===== src/sv/sitrt_pkg.sv =====
package sitrt_pkg;

  // Alphabet limits and the width of a symbol index.
  localparam int unsigned MAX_SYMBOLS = 32;
  localparam int unsigned SYM_IDX_W   = $clog2(MAX_SYMBOLS);

  // Input word width and the digit stack it needs (radix two is the longest).
  localparam int unsigned VALUE_W     = 32;
  localparam int unsigned MAX_DIGITS  = VALUE_W;
  localparam int unsigned DIG_PTR_W   = $clog2(MAX_DIGITS);
  localparam int unsigned DIG_CNT_W   = $clog2(MAX_DIGITS + 1);

  // Quotient bits resolved per cycle by the shared divide step.
  localparam int unsigned STEP_BITS       = 4;
  localparam int unsigned STEPS_PER_DIGIT = VALUE_W / STEP_BITS;
  localparam int unsigned STEP_CNT_W      = $clog2(STEPS_PER_DIGIT);

  // Base size register and remainder width.
  localparam int unsigned BASE_W = 6;

  // Character codes that the alphabet may not use.
  localparam logic [7:0] CH_PLUS  = 8'h2B;
  localparam logic [7:0] CH_MINUS = 8'h2D;

  // Configuration register indexes.
  typedef enum logic [2:0] {
    REG_SYM_0_7   = 3'd0,
    REG_SYM_8_15  = 3'd1,
    REG_SYM_16_23 = 3'd2,
    REG_SYM_24_31 = 3'd3,
    REG_BASE_SIZE = 3'd4
  } cfg_reg_e;

  // Sequencer states.
  typedef enum logic [2:0] {
    ST_IDLE,
    ST_CHECK,
    ST_DIVIDE,
    ST_SIGN,
    ST_EMIT
  } state_e;

  typedef logic [4*64-1:0] sym_flat_t;

  // Picks one byte-wide symbol out of the flattened alphabet.
  function automatic logic [7:0] sym_at(input sym_flat_t flat,
                                        input logic [SYM_IDX_W-1:0] idx);
    sym_at = flat[idx*8 +: 8];
  endfunction

endpackage


===== src/sv/signed_integer_to_radix_text_top.sv =====
// Channel     Ports                                   Direction  Handshake
// ----------  --------------------------------------  ---------  ------------------------
// command     start, busy, value_i[31:0]              in         start & !busy
// result      out_strobe_o, symbol_o[7:0], last_o     out        one-cycle strobe
// config      cfg_we_i, cfg_idx_i[2:0], cfg_data_i    in         cfg_we_i, no wait
//
// An item first runs an alphabet check, one symbol per cycle, over the first base_size symbols.
// Each digit is then resolved in the shared compare-subtract unit, 4 quotient bits
// a cycle, until the quotient is zero, and the characters are sent after that.
// The busy flag drops in the cycle that presents the last character, so the next word
// can be taken then. Reset clears the sequencer and all configuration registers to zero.
// Characters come out one per cycle and the receiver cannot hold them off.
module signed_integer_to_radix_text_top
  import sitrt_pkg::*;
(
  input  logic                clk_i,
  input  logic                rst_ni,
  input  logic                start,
  output logic                busy,
  input  logic signed [31:0]  value_i,
  output logic                out_strobe_o,
  output logic [7:0]          symbol_o,
  output logic                last_o,
  input  logic                cfg_we_i,
  input  logic [2:0]          cfg_idx_i,
  input  logic [63:0]         cfg_data_i
);

  state_e                  state_q, state_d;
  logic [3:0][63:0]        sym_q;
  logic [BASE_W-1:0]       base_q;
  logic                    neg_q, neg_d;
  logic [VALUE_W-1:0]      mag_q, mag_d;
  logic [BASE_W-1:0]       rem_q, rem_d;
  logic [STEP_CNT_W-1:0]   step_q, step_d;
  logic [SYM_IDX_W-1:0]    chk_q, chk_d;
  logic [DIG_CNT_W-1:0]    nd_q, nd_d;
  logic [DIG_PTR_W-1:0]    ptr_q, ptr_d;
  logic [SYM_IDX_W-1:0]    dig_q [MAX_DIGITS];
  logic                    push;
  logic                    strobe_q, strobe_d;
  logic [7:0]              symbol_q, symbol_d;
  logic                    last_q, last_d;

  sym_flat_t               sym_flat;
  logic [7:0]              chk_sym;
  logic                    size_bad;
  logic                    sym_bad;
  logic [VALUE_W-1:0]      quo_step;
  logic [BASE_W-1:0]       rem_step;

  assign sym_flat = sym_q;

  // Configuration writes.
  always_ff @(posedge clk_i or negedge rst_ni) begin
    if (!rst_ni) begin
      sym_q  <= '0;
      base_q <= '0;
    end else if (cfg_we_i) begin
      unique case (cfg_reg_e'(cfg_idx_i))
        REG_SYM_0_7:   sym_q[0] <= cfg_data_i;
        REG_SYM_8_15:  sym_q[1] <= cfg_data_i;
        REG_SYM_16_23: sym_q[2] <= cfg_data_i;
        REG_SYM_24_31: sym_q[3] <= cfg_data_i;
        REG_BASE_SIZE: base_q   <= cfg_data_i[BASE_W-1:0];
        default: ;
      endcase
    end
  end

  // Alphabet check for the symbol under test: forbidden sign characters, or a
  // repeat further up within the base size. The lanes compare in parallel.
  assign size_bad = (base_q < BASE_W'(2)) || (base_q > BASE_W'(MAX_SYMBOLS));
  assign chk_sym  = sym_at(sym_flat, chk_q);

  always_comb begin
    sym_bad = (chk_sym == CH_PLUS) || (chk_sym == CH_MINUS);
    for (int j = 0; j < MAX_SYMBOLS; j++) begin
      if ((BASE_W'(j) > BASE_W'(chk_q)) && (BASE_W'(j) < base_q) &&
          (sym_at(sym_flat, SYM_IDX_W'(j)) == chk_sym)) begin
        sym_bad = 1'b1;
      end
    end
  end

  // Shared divide unit: restoring division by the radix, a few quotient bits a
  // cycle. The quotient shifts into the magnitude word in place.
  always_comb begin
    logic [BASE_W:0]    trial;
    logic [BASE_W-1:0]  r;
    logic [VALUE_W-1:0] q;
    r = rem_q;
    q = mag_q;
    for (int s = 0; s < STEP_BITS; s++) begin
      trial = {r, q[VALUE_W-1]};
      q     = {q[VALUE_W-2:0], 1'b0};
      if (trial >= {1'b0, base_q}) begin
        trial = trial - {1'b0, base_q};
        q[0]  = 1'b1;
      end
      r = trial[BASE_W-1:0];
    end
    quo_step = q;
    rem_step = r;
  end

  // Sequencer: check the alphabet, peel off digits, then send the text.
  always_comb begin
    state_d  = state_q;
    neg_d    = neg_q;
    mag_d    = mag_q;
    rem_d    = rem_q;
    step_d   = step_q;
    chk_d    = chk_q;
    nd_d     = nd_q;
    ptr_d    = ptr_q;
    push     = 1'b0;
    strobe_d = 1'b0;
    symbol_d = symbol_q;
    last_d   = last_q;

    unique case (state_q)
      ST_IDLE: begin
        if (start) begin
          neg_d   = value_i[VALUE_W-1];
          mag_d   = value_i[VALUE_W-1] ? (VALUE_W'(0) - VALUE_W'(value_i))
                                       : VALUE_W'(value_i);
          rem_d   = '0;
          step_d  = '0;
          chk_d   = '0;
          nd_d    = '0;
          state_d = ST_CHECK;
        end
      end
      ST_CHECK: begin
        if (size_bad || sym_bad) begin
          state_d = ST_IDLE;
        end else if ({1'b0, chk_q} == base_q - BASE_W'(1)) begin
          state_d = ST_DIVIDE;
        end else begin
          chk_d = chk_q + SYM_IDX_W'(1);
        end
      end
      ST_DIVIDE: begin
        mag_d  = quo_step;
        rem_d  = rem_step;
        step_d = step_q + STEP_CNT_W'(1);
        // A digit is complete: push it and stop once the quotient is zero.
        // Zero itself still yields one digit.
        if (step_q == STEP_CNT_W'(STEPS_PER_DIGIT - 1)) begin
          push  = 1'b1;
          rem_d = '0;
          nd_d  = nd_q + DIG_CNT_W'(1);
          ptr_d = nd_q[DIG_PTR_W-1:0];
          if (quo_step == '0) begin
            state_d = neg_q ? ST_SIGN : ST_EMIT;
          end
        end
      end
      ST_SIGN: begin
        strobe_d = 1'b1;
        symbol_d = CH_MINUS;
        last_d   = 1'b0;
        state_d  = ST_EMIT;
      end
      ST_EMIT: begin
        strobe_d = 1'b1;
        symbol_d = sym_at(sym_flat, dig_q[ptr_q]);
        last_d   = (ptr_q == '0);
        if (ptr_q == '0) begin
          state_d = ST_IDLE;
        end else begin
          ptr_d = ptr_q - DIG_PTR_W'(1);
        end
      end
      default: state_d = ST_IDLE;
    endcase
  end

  // Control registers.
  always_ff @(posedge clk_i or negedge rst_ni) begin
    if (!rst_ni) begin
      state_q  <= ST_IDLE;
      strobe_q <= 1'b0;
      step_q   <= '0;
      chk_q    <= '0;
      nd_q     <= '0;
      ptr_q    <= '0;
    end else begin
      state_q  <= state_d;
      strobe_q <= strobe_d;
      step_q   <= step_d;
      chk_q    <= chk_d;
      nd_q     <= nd_d;
      ptr_q    <= ptr_d;
    end
  end

  // Datapath registers.
  always_ff @(posedge clk_i) begin
    neg_q    <= neg_d;
    mag_q    <= mag_d;
    rem_q    <= rem_d;
    symbol_q <= symbol_d;
    last_q   <= last_d;
  end

  // Digit stack, least significant digit pushed first.
  always_ff @(posedge clk_i) begin
    if (push) begin
      dig_q[nd_q[DIG_PTR_W-1:0]] <= rem_step[SYM_IDX_W-1:0];
    end
  end

  assign busy         = (state_q != ST_IDLE);
  assign out_strobe_o = strobe_q;
  assign symbol_o     = symbol_q;
  assign last_o       = last_q;

`ifndef SYNTHESIS
  // An accepted command always starts the alphabet check.
  a_start_busy: assert property (@(posedge clk_i) disable iff (!rst_ni)
    start && !busy |=> state_q == ST_CHECK)
    else $error("accepted command did not start the check");

  // The running remainder never reaches the radix.
  a_rem_range: assert property (@(posedge clk_i) disable iff (!rst_ni)
    state_q == ST_DIVIDE |-> rem_q < base_q)
    else $error("remainder out of range");

  // The last character of a number is never directly followed by another.
  a_last_gap: assert property (@(posedge clk_i) disable iff (!rst_ni)
    out_strobe_o && last_o |=> !out_strobe_o)
    else $error("character right after the last one");

  // The digit stack never overflows.
  a_stack_depth: assert property (@(posedge clk_i) disable iff (!rst_ni)
    nd_q <= DIG_CNT_W'(MAX_DIGITS))
    else $error("digit stack overflow");

  // Characters leave only while the sequencer is emitting or has just finished.
  a_strobe_src: assert property (@(posedge clk_i) disable iff (!rst_ni)
    out_strobe_o |-> $past(state_q) == ST_SIGN || $past(state_q) == ST_EMIT)
    else $error("character strobe outside the emit phase");
`endif

endmodule

===== config.mk =====
export PLATFORM = sky130hd
export DESIGN_NAME = signed_integer_to_radix_text_top
export DESIGN_NICKNAME = d
export VERILOG_FILES = /design/src/sv/sitrt_pkg.sv /design/src/sv/signed_integer_to_radix_text_top.sv
export SDC_FILE = /design/constraint.sdc
export NUM_CORES = 1
export LEC_CHECK = 0
export BUFFER_PORTS_ARGS = -buffer_cell sky130_fd_sc_hd__buf_4
export CAP_MARGIN = 20
export CORE_MARGIN = 2
export CORE_UTILIZATION = 60
export DETAILED_ROUTE_END_ITERATION = 6
export PLACE_DENSITY_LB_ADDON = 0.25
export SLEW_MARGIN = 5
export SYNTH_ARGS = -nofsm -noshare
export SYNTH_HDL_FRONTEND = slang
export SYNTH_SLANG_ARGS = --single-unit

===== constraint.sdc =====
create_clock -name clk_i -period 12.9 [get_ports clk_i]
set_input_delay 0 -clock clk_i [delete_from_list [all_inputs] [get_ports clk_i]]
set_output_delay 0 -clock clk_i [all_outputs]
set_load 0.05 [all_outputs]

==> impl_metrics.sql <==
INSERT INTO impl_metrics (metric_group, metric, value, unit) VALUES
('floorplanning', 'starting_density_of_the_core', '0.604', ''),
('sta', 'worst_slew_pin_tran', '1.17', 'ns'),
('clock_tree', 'cts_max_level', '2', ''),
('logic_synthesis', 'yosysSeqAreaShare', '0.455', ''),
('worst_setup_path', 'path_max_fanout', '33', ''),
('worst_setup_path', 'cp.buffers_inverters', '2', ''),
('clock_tree', 'cts_bufs_inserted', '52', ''),
('global_routing', 'first_global_vias', '22300', ''),
('placed_design', 'count_of_input_and_output_buffers', '113', ''),
('floorplanning', 'floorplan.core_area', '48600', 'um^2'),
('logic_synthesis', 'synth.largest_area_cell', 'dfrtp_1', ''),
('placed_design', 'dpl.hpwl', '66300', 'um'),
('routing', 'drt-initial-drc-count', '2415', ''),
('routing', 'vias_per_cell', '6.65', ''),
('logic_synthesis', 'synth-edff-count', '208', ''),
('sta', 'fin_crit', '11.22', 'ns'),
('logic_synthesis', 'synthDistinctLibCells', '73', ''),
('placed_design', 'placed_insts', '3111', ''),
('sta', 'slew_viol_final', '0', ''),
('sta', 'final.setup_skew', '0.0643', 'ns'),
('routing', 'dr_wl_cell', '29.1', 'um'),
('clock_tree', 'clk_root_buf', 'clkbuf_16', ''),
('cells_and_area', 'antenna-diode-count', '0', ''),
('flow_run', 'cap_violations', '0', ''),
('logic_synthesis', 'synthesis.instances', '2507', ''),
('routing', 'post-route-drc-count', '1', ''),
('outcome', 'failing_checks', 'DRC', ''),
('global_routing', 'grt-ovfl-total', '0', ''),
('routing', 'antenna_violating_nets_post_route', '0', ''),
('worst_setup_path', 'startpoint_type', 'flop', ''),
('routing', 'wl', '96900', 'um'),
('logic_synthesis', 'synth_top_area_share', '0.242', ''),
('clock_tree', 'max-clock-path-buffers', '3', ''),
('worst_setup_path', 'critical_path_s_largest_stage_delay', '0.76', 'ns'),
('global_routing', 'grtUsageTotal', '0.386', ''),
('clock_tree', 'cts.reportedPaths.clkPinSlew', '0.08', 'ns'),
('floorplanning', 'floorplan.rows', '81', ''),
('sta', 'fin_crit_share', '0.869', ''),
('worst_setup_path', 'arrival', '11.66', 'ns'),
('floorplanning', 'die_outline_height', '225', 'um'),
('worst_setup_path', 'cpMaxStageDelayCell', 'mux2_2', ''),
('sta', 'setup_total_negative_slack', '0', 'ns'),
('worst_setup_path', 'worstPathRequired', '13.34', 'ns'),
('clock_tree', 'cts_tree', 'done', ''),
('outcome', 'status', 'finished with violations', ''),
('global_routing', 'antenna_found_initial', '2', ''),
('cells_and_area', 'drive_gt1_frac', '0.239', ''),
('logic_synthesis', 'syn_avg_cell_area', '11.7', 'um^2'),
('placed_design', 'place.gp.congestion', '1.03', ''),
('floorplanning', 'floorplan_die_area', '50700', 'um^2'),
('worst_setup_path', 'critical-path-top-delay-family', 'compound AO/OA/AOI/OAI gates', ''),
('sta', 'timing.final.hold_violations', '0', ''),
('global_routing', 'grt_start_max_net_pins', '142', ''),
('placed_design', 'place_ws', '1.77', 'ns'),
('logic_synthesis', 'synth-main-ff-cell', 'dfrtp_1', ''),
('floorplanning', 'pin_count', '114', ''),
('worst_setup_path', 'timing.critical_path.mode_cell', 'a21o_1', ''),
('sta', 'max_clock_freq', '89.2', 'MHz'),
('clock_tree', 'cts_resized', '0', ''),
('logic_synthesis', 'syn-cell-area', '29400', 'um^2'),
('logic_synthesis', 'synth-warning-count', '0', ''),
('logic_synthesis', 'synth.net_count', '2655', ''),
('clock_tree', 'cts-hold-fix-buffers', '118', ''),
('sta', 'grt_setup_unrepaired', 'false', ''),
('clock_tree', 'insertion_delay', '0.66', 'ns'),
('worst_setup_path', 'critPathKind', 'reg -> reg', ''),
('logic_synthesis', 'postSynthRegisterBits', '492', ''),
('cells_and_area', 'nets', '2809', ''),
('routing', 'route.vias.total', '22100', ''),
('worst_setup_path', 'crit_path_end_kind', 'flop', ''),
('cells_and_area', 'area_delta_synth_final', '13.9', '%');
[per-layer routing]
metal / track usage / share of wire
met1: 0.473 / 0.37
met2: 0.647 / 0.49
met3: 0.0581 / 0.069
met4: 0.238 / 0.073
met5: 0 / 0
[area by class of cell]
class | instances | area, um^2
multi-input combinational | 1811 | 15100
fill | 3474 | 15200
clock buffer | 73 | 1470
sequential | 492 | 13400
timing repair buffer | 267 | 2330
tap | 622 | 778
clock inverter | 25 | 312
inverter | 37 | 139
[stage by stage]
stage | hold slack [ns] | area, um^2 | utilization
2_1_floorplan | -0.296 | 29400 | -
3_3_place_gp | 0.119 | 30500 | 0.627
3_5_place_dp | 0.132 | 30500 | 0.627
4_1_cts | 0.0575 | 33500 | 0.688
5_1_grt | 0.111 | 33500 | 0.688
6_report | 0.0459 | 33500 | 0.688
[layout by cell type (no fill, tap or decap), types with 6 or more instances in the layout]
cell type,netlist,final
mux2_2,308,308
edfxtp_1,208,208
or2_2,8,8
a21oi_1,55,55
nand2b_1,12,12
nand2_1,167,167
clkbuf_16,0,54
nand4_1,38,38
clkbuf_1,83,14
o22ai_1,49,49
dfrtp_1,284,281
buf_4,19,146
xor2_1,220,220
a211oi_1,53,53
ha_1,41,41
o21ai_1,18,19
nor4_1,50,50
nor3_1,20,19
mux2i_1,164,158
nand3_1,31,30
and2_1,6,6
nor3b_1,9,8
o21ai_0,127,126
inv_1,35,35
mux4_2,66,66
o211ai_1,38,38
xnor2_1,76,76
a21o_1,8,8
dlygate4sd3_1,0,118
nor2_1,107,106
or3_1,16,16
nor2b_1,36,36
o31ai_1,12,12
[path summary, 6_finish.rpt]
kind / to / depth (start not counted) / slack (ns)
setup / recovery: rem_q[3] / 37 / 1.68
hold / removal: sym_flat[89] / 2 / 0.05
setup reg to reg: rem_q[3] / 37 / 1.68
hold reg to reg: step_q[1] / 2 / 0.52
max in group asynchronous: sym_flat[236] / 4 / 10.69
min in group clk_i: sym_flat[222] / 3 / 0.17
[flip-flops by register name, indices dropped and copies added, names as in the netlist]
register      cells
sym_flat        256
chk_q             5
symbol_o          8
ptr_q             5
mag_q            32
nd_q              5
dig_q           160
rem_q             6
step_q            3
neg_q             1
out_strobe_o      1
base_q            6
state_q           3
last_o            1
[cells by family (layout without fill, tap and decap cells)]
family,count (synthesis),count (layout),share of synthesized area
buffers and inverters,204,402,0.0354
and+or+nand+nor,526,526,0.0904
adders and majority gates,45,45,0.0202
DFF,492,492,0.455
AOI/OAI and AO/OA,405,405,0.0861
muxes,539,539,0.225
xor gates and xnor gates,296,296,0.0883
[synthesized netlist by cell type, types with 6 or more instances]
cell / count
o31ai_1: 12
nand2b_1: 12
and2_1: 6
o21ai_0: 127
inv_1: 35
nand2_1: 167
o211ai_1: 38
buf_4: 19
mux2_2: 308
nand4_1: 38
nor3_1: 20
a21o_1: 8
a21oi_1: 55
or3_1: 16
mux2i_1: 164
nor2_1: 107
nor2b_1: 36
xor2_1: 220
o22ai_1: 49
edfxtp_1: 208
o21ai_1: 18
nor3b_1: 9
buf_2: 42
xnor2_1: 76
a211oi_1: 53
clkbuf_1: 83
or2_2: 8
dfrtp_1: 284
ha_1: 41
nor4_1: 50
mux4_2: 66
buf_1: 7
buf_6: 11
nand3_1: 31
[worst reg2reg max path: cells and delay by family, from the launching register on]
kind	cells	cell delay [ns]
AND/OR/NAND/NOR	8	2.23
multiplexers	2	1.22
AO/OA/AOI/OAI	21	5.27
flip-flops	1	0.50
adder cells (fa/ha/maj)	4	1.25
buffers and inverters	2	0.54
Power is not shown: default switching activity piles up to over one toggle a cycle in this logic, so the estimate is an artifact.
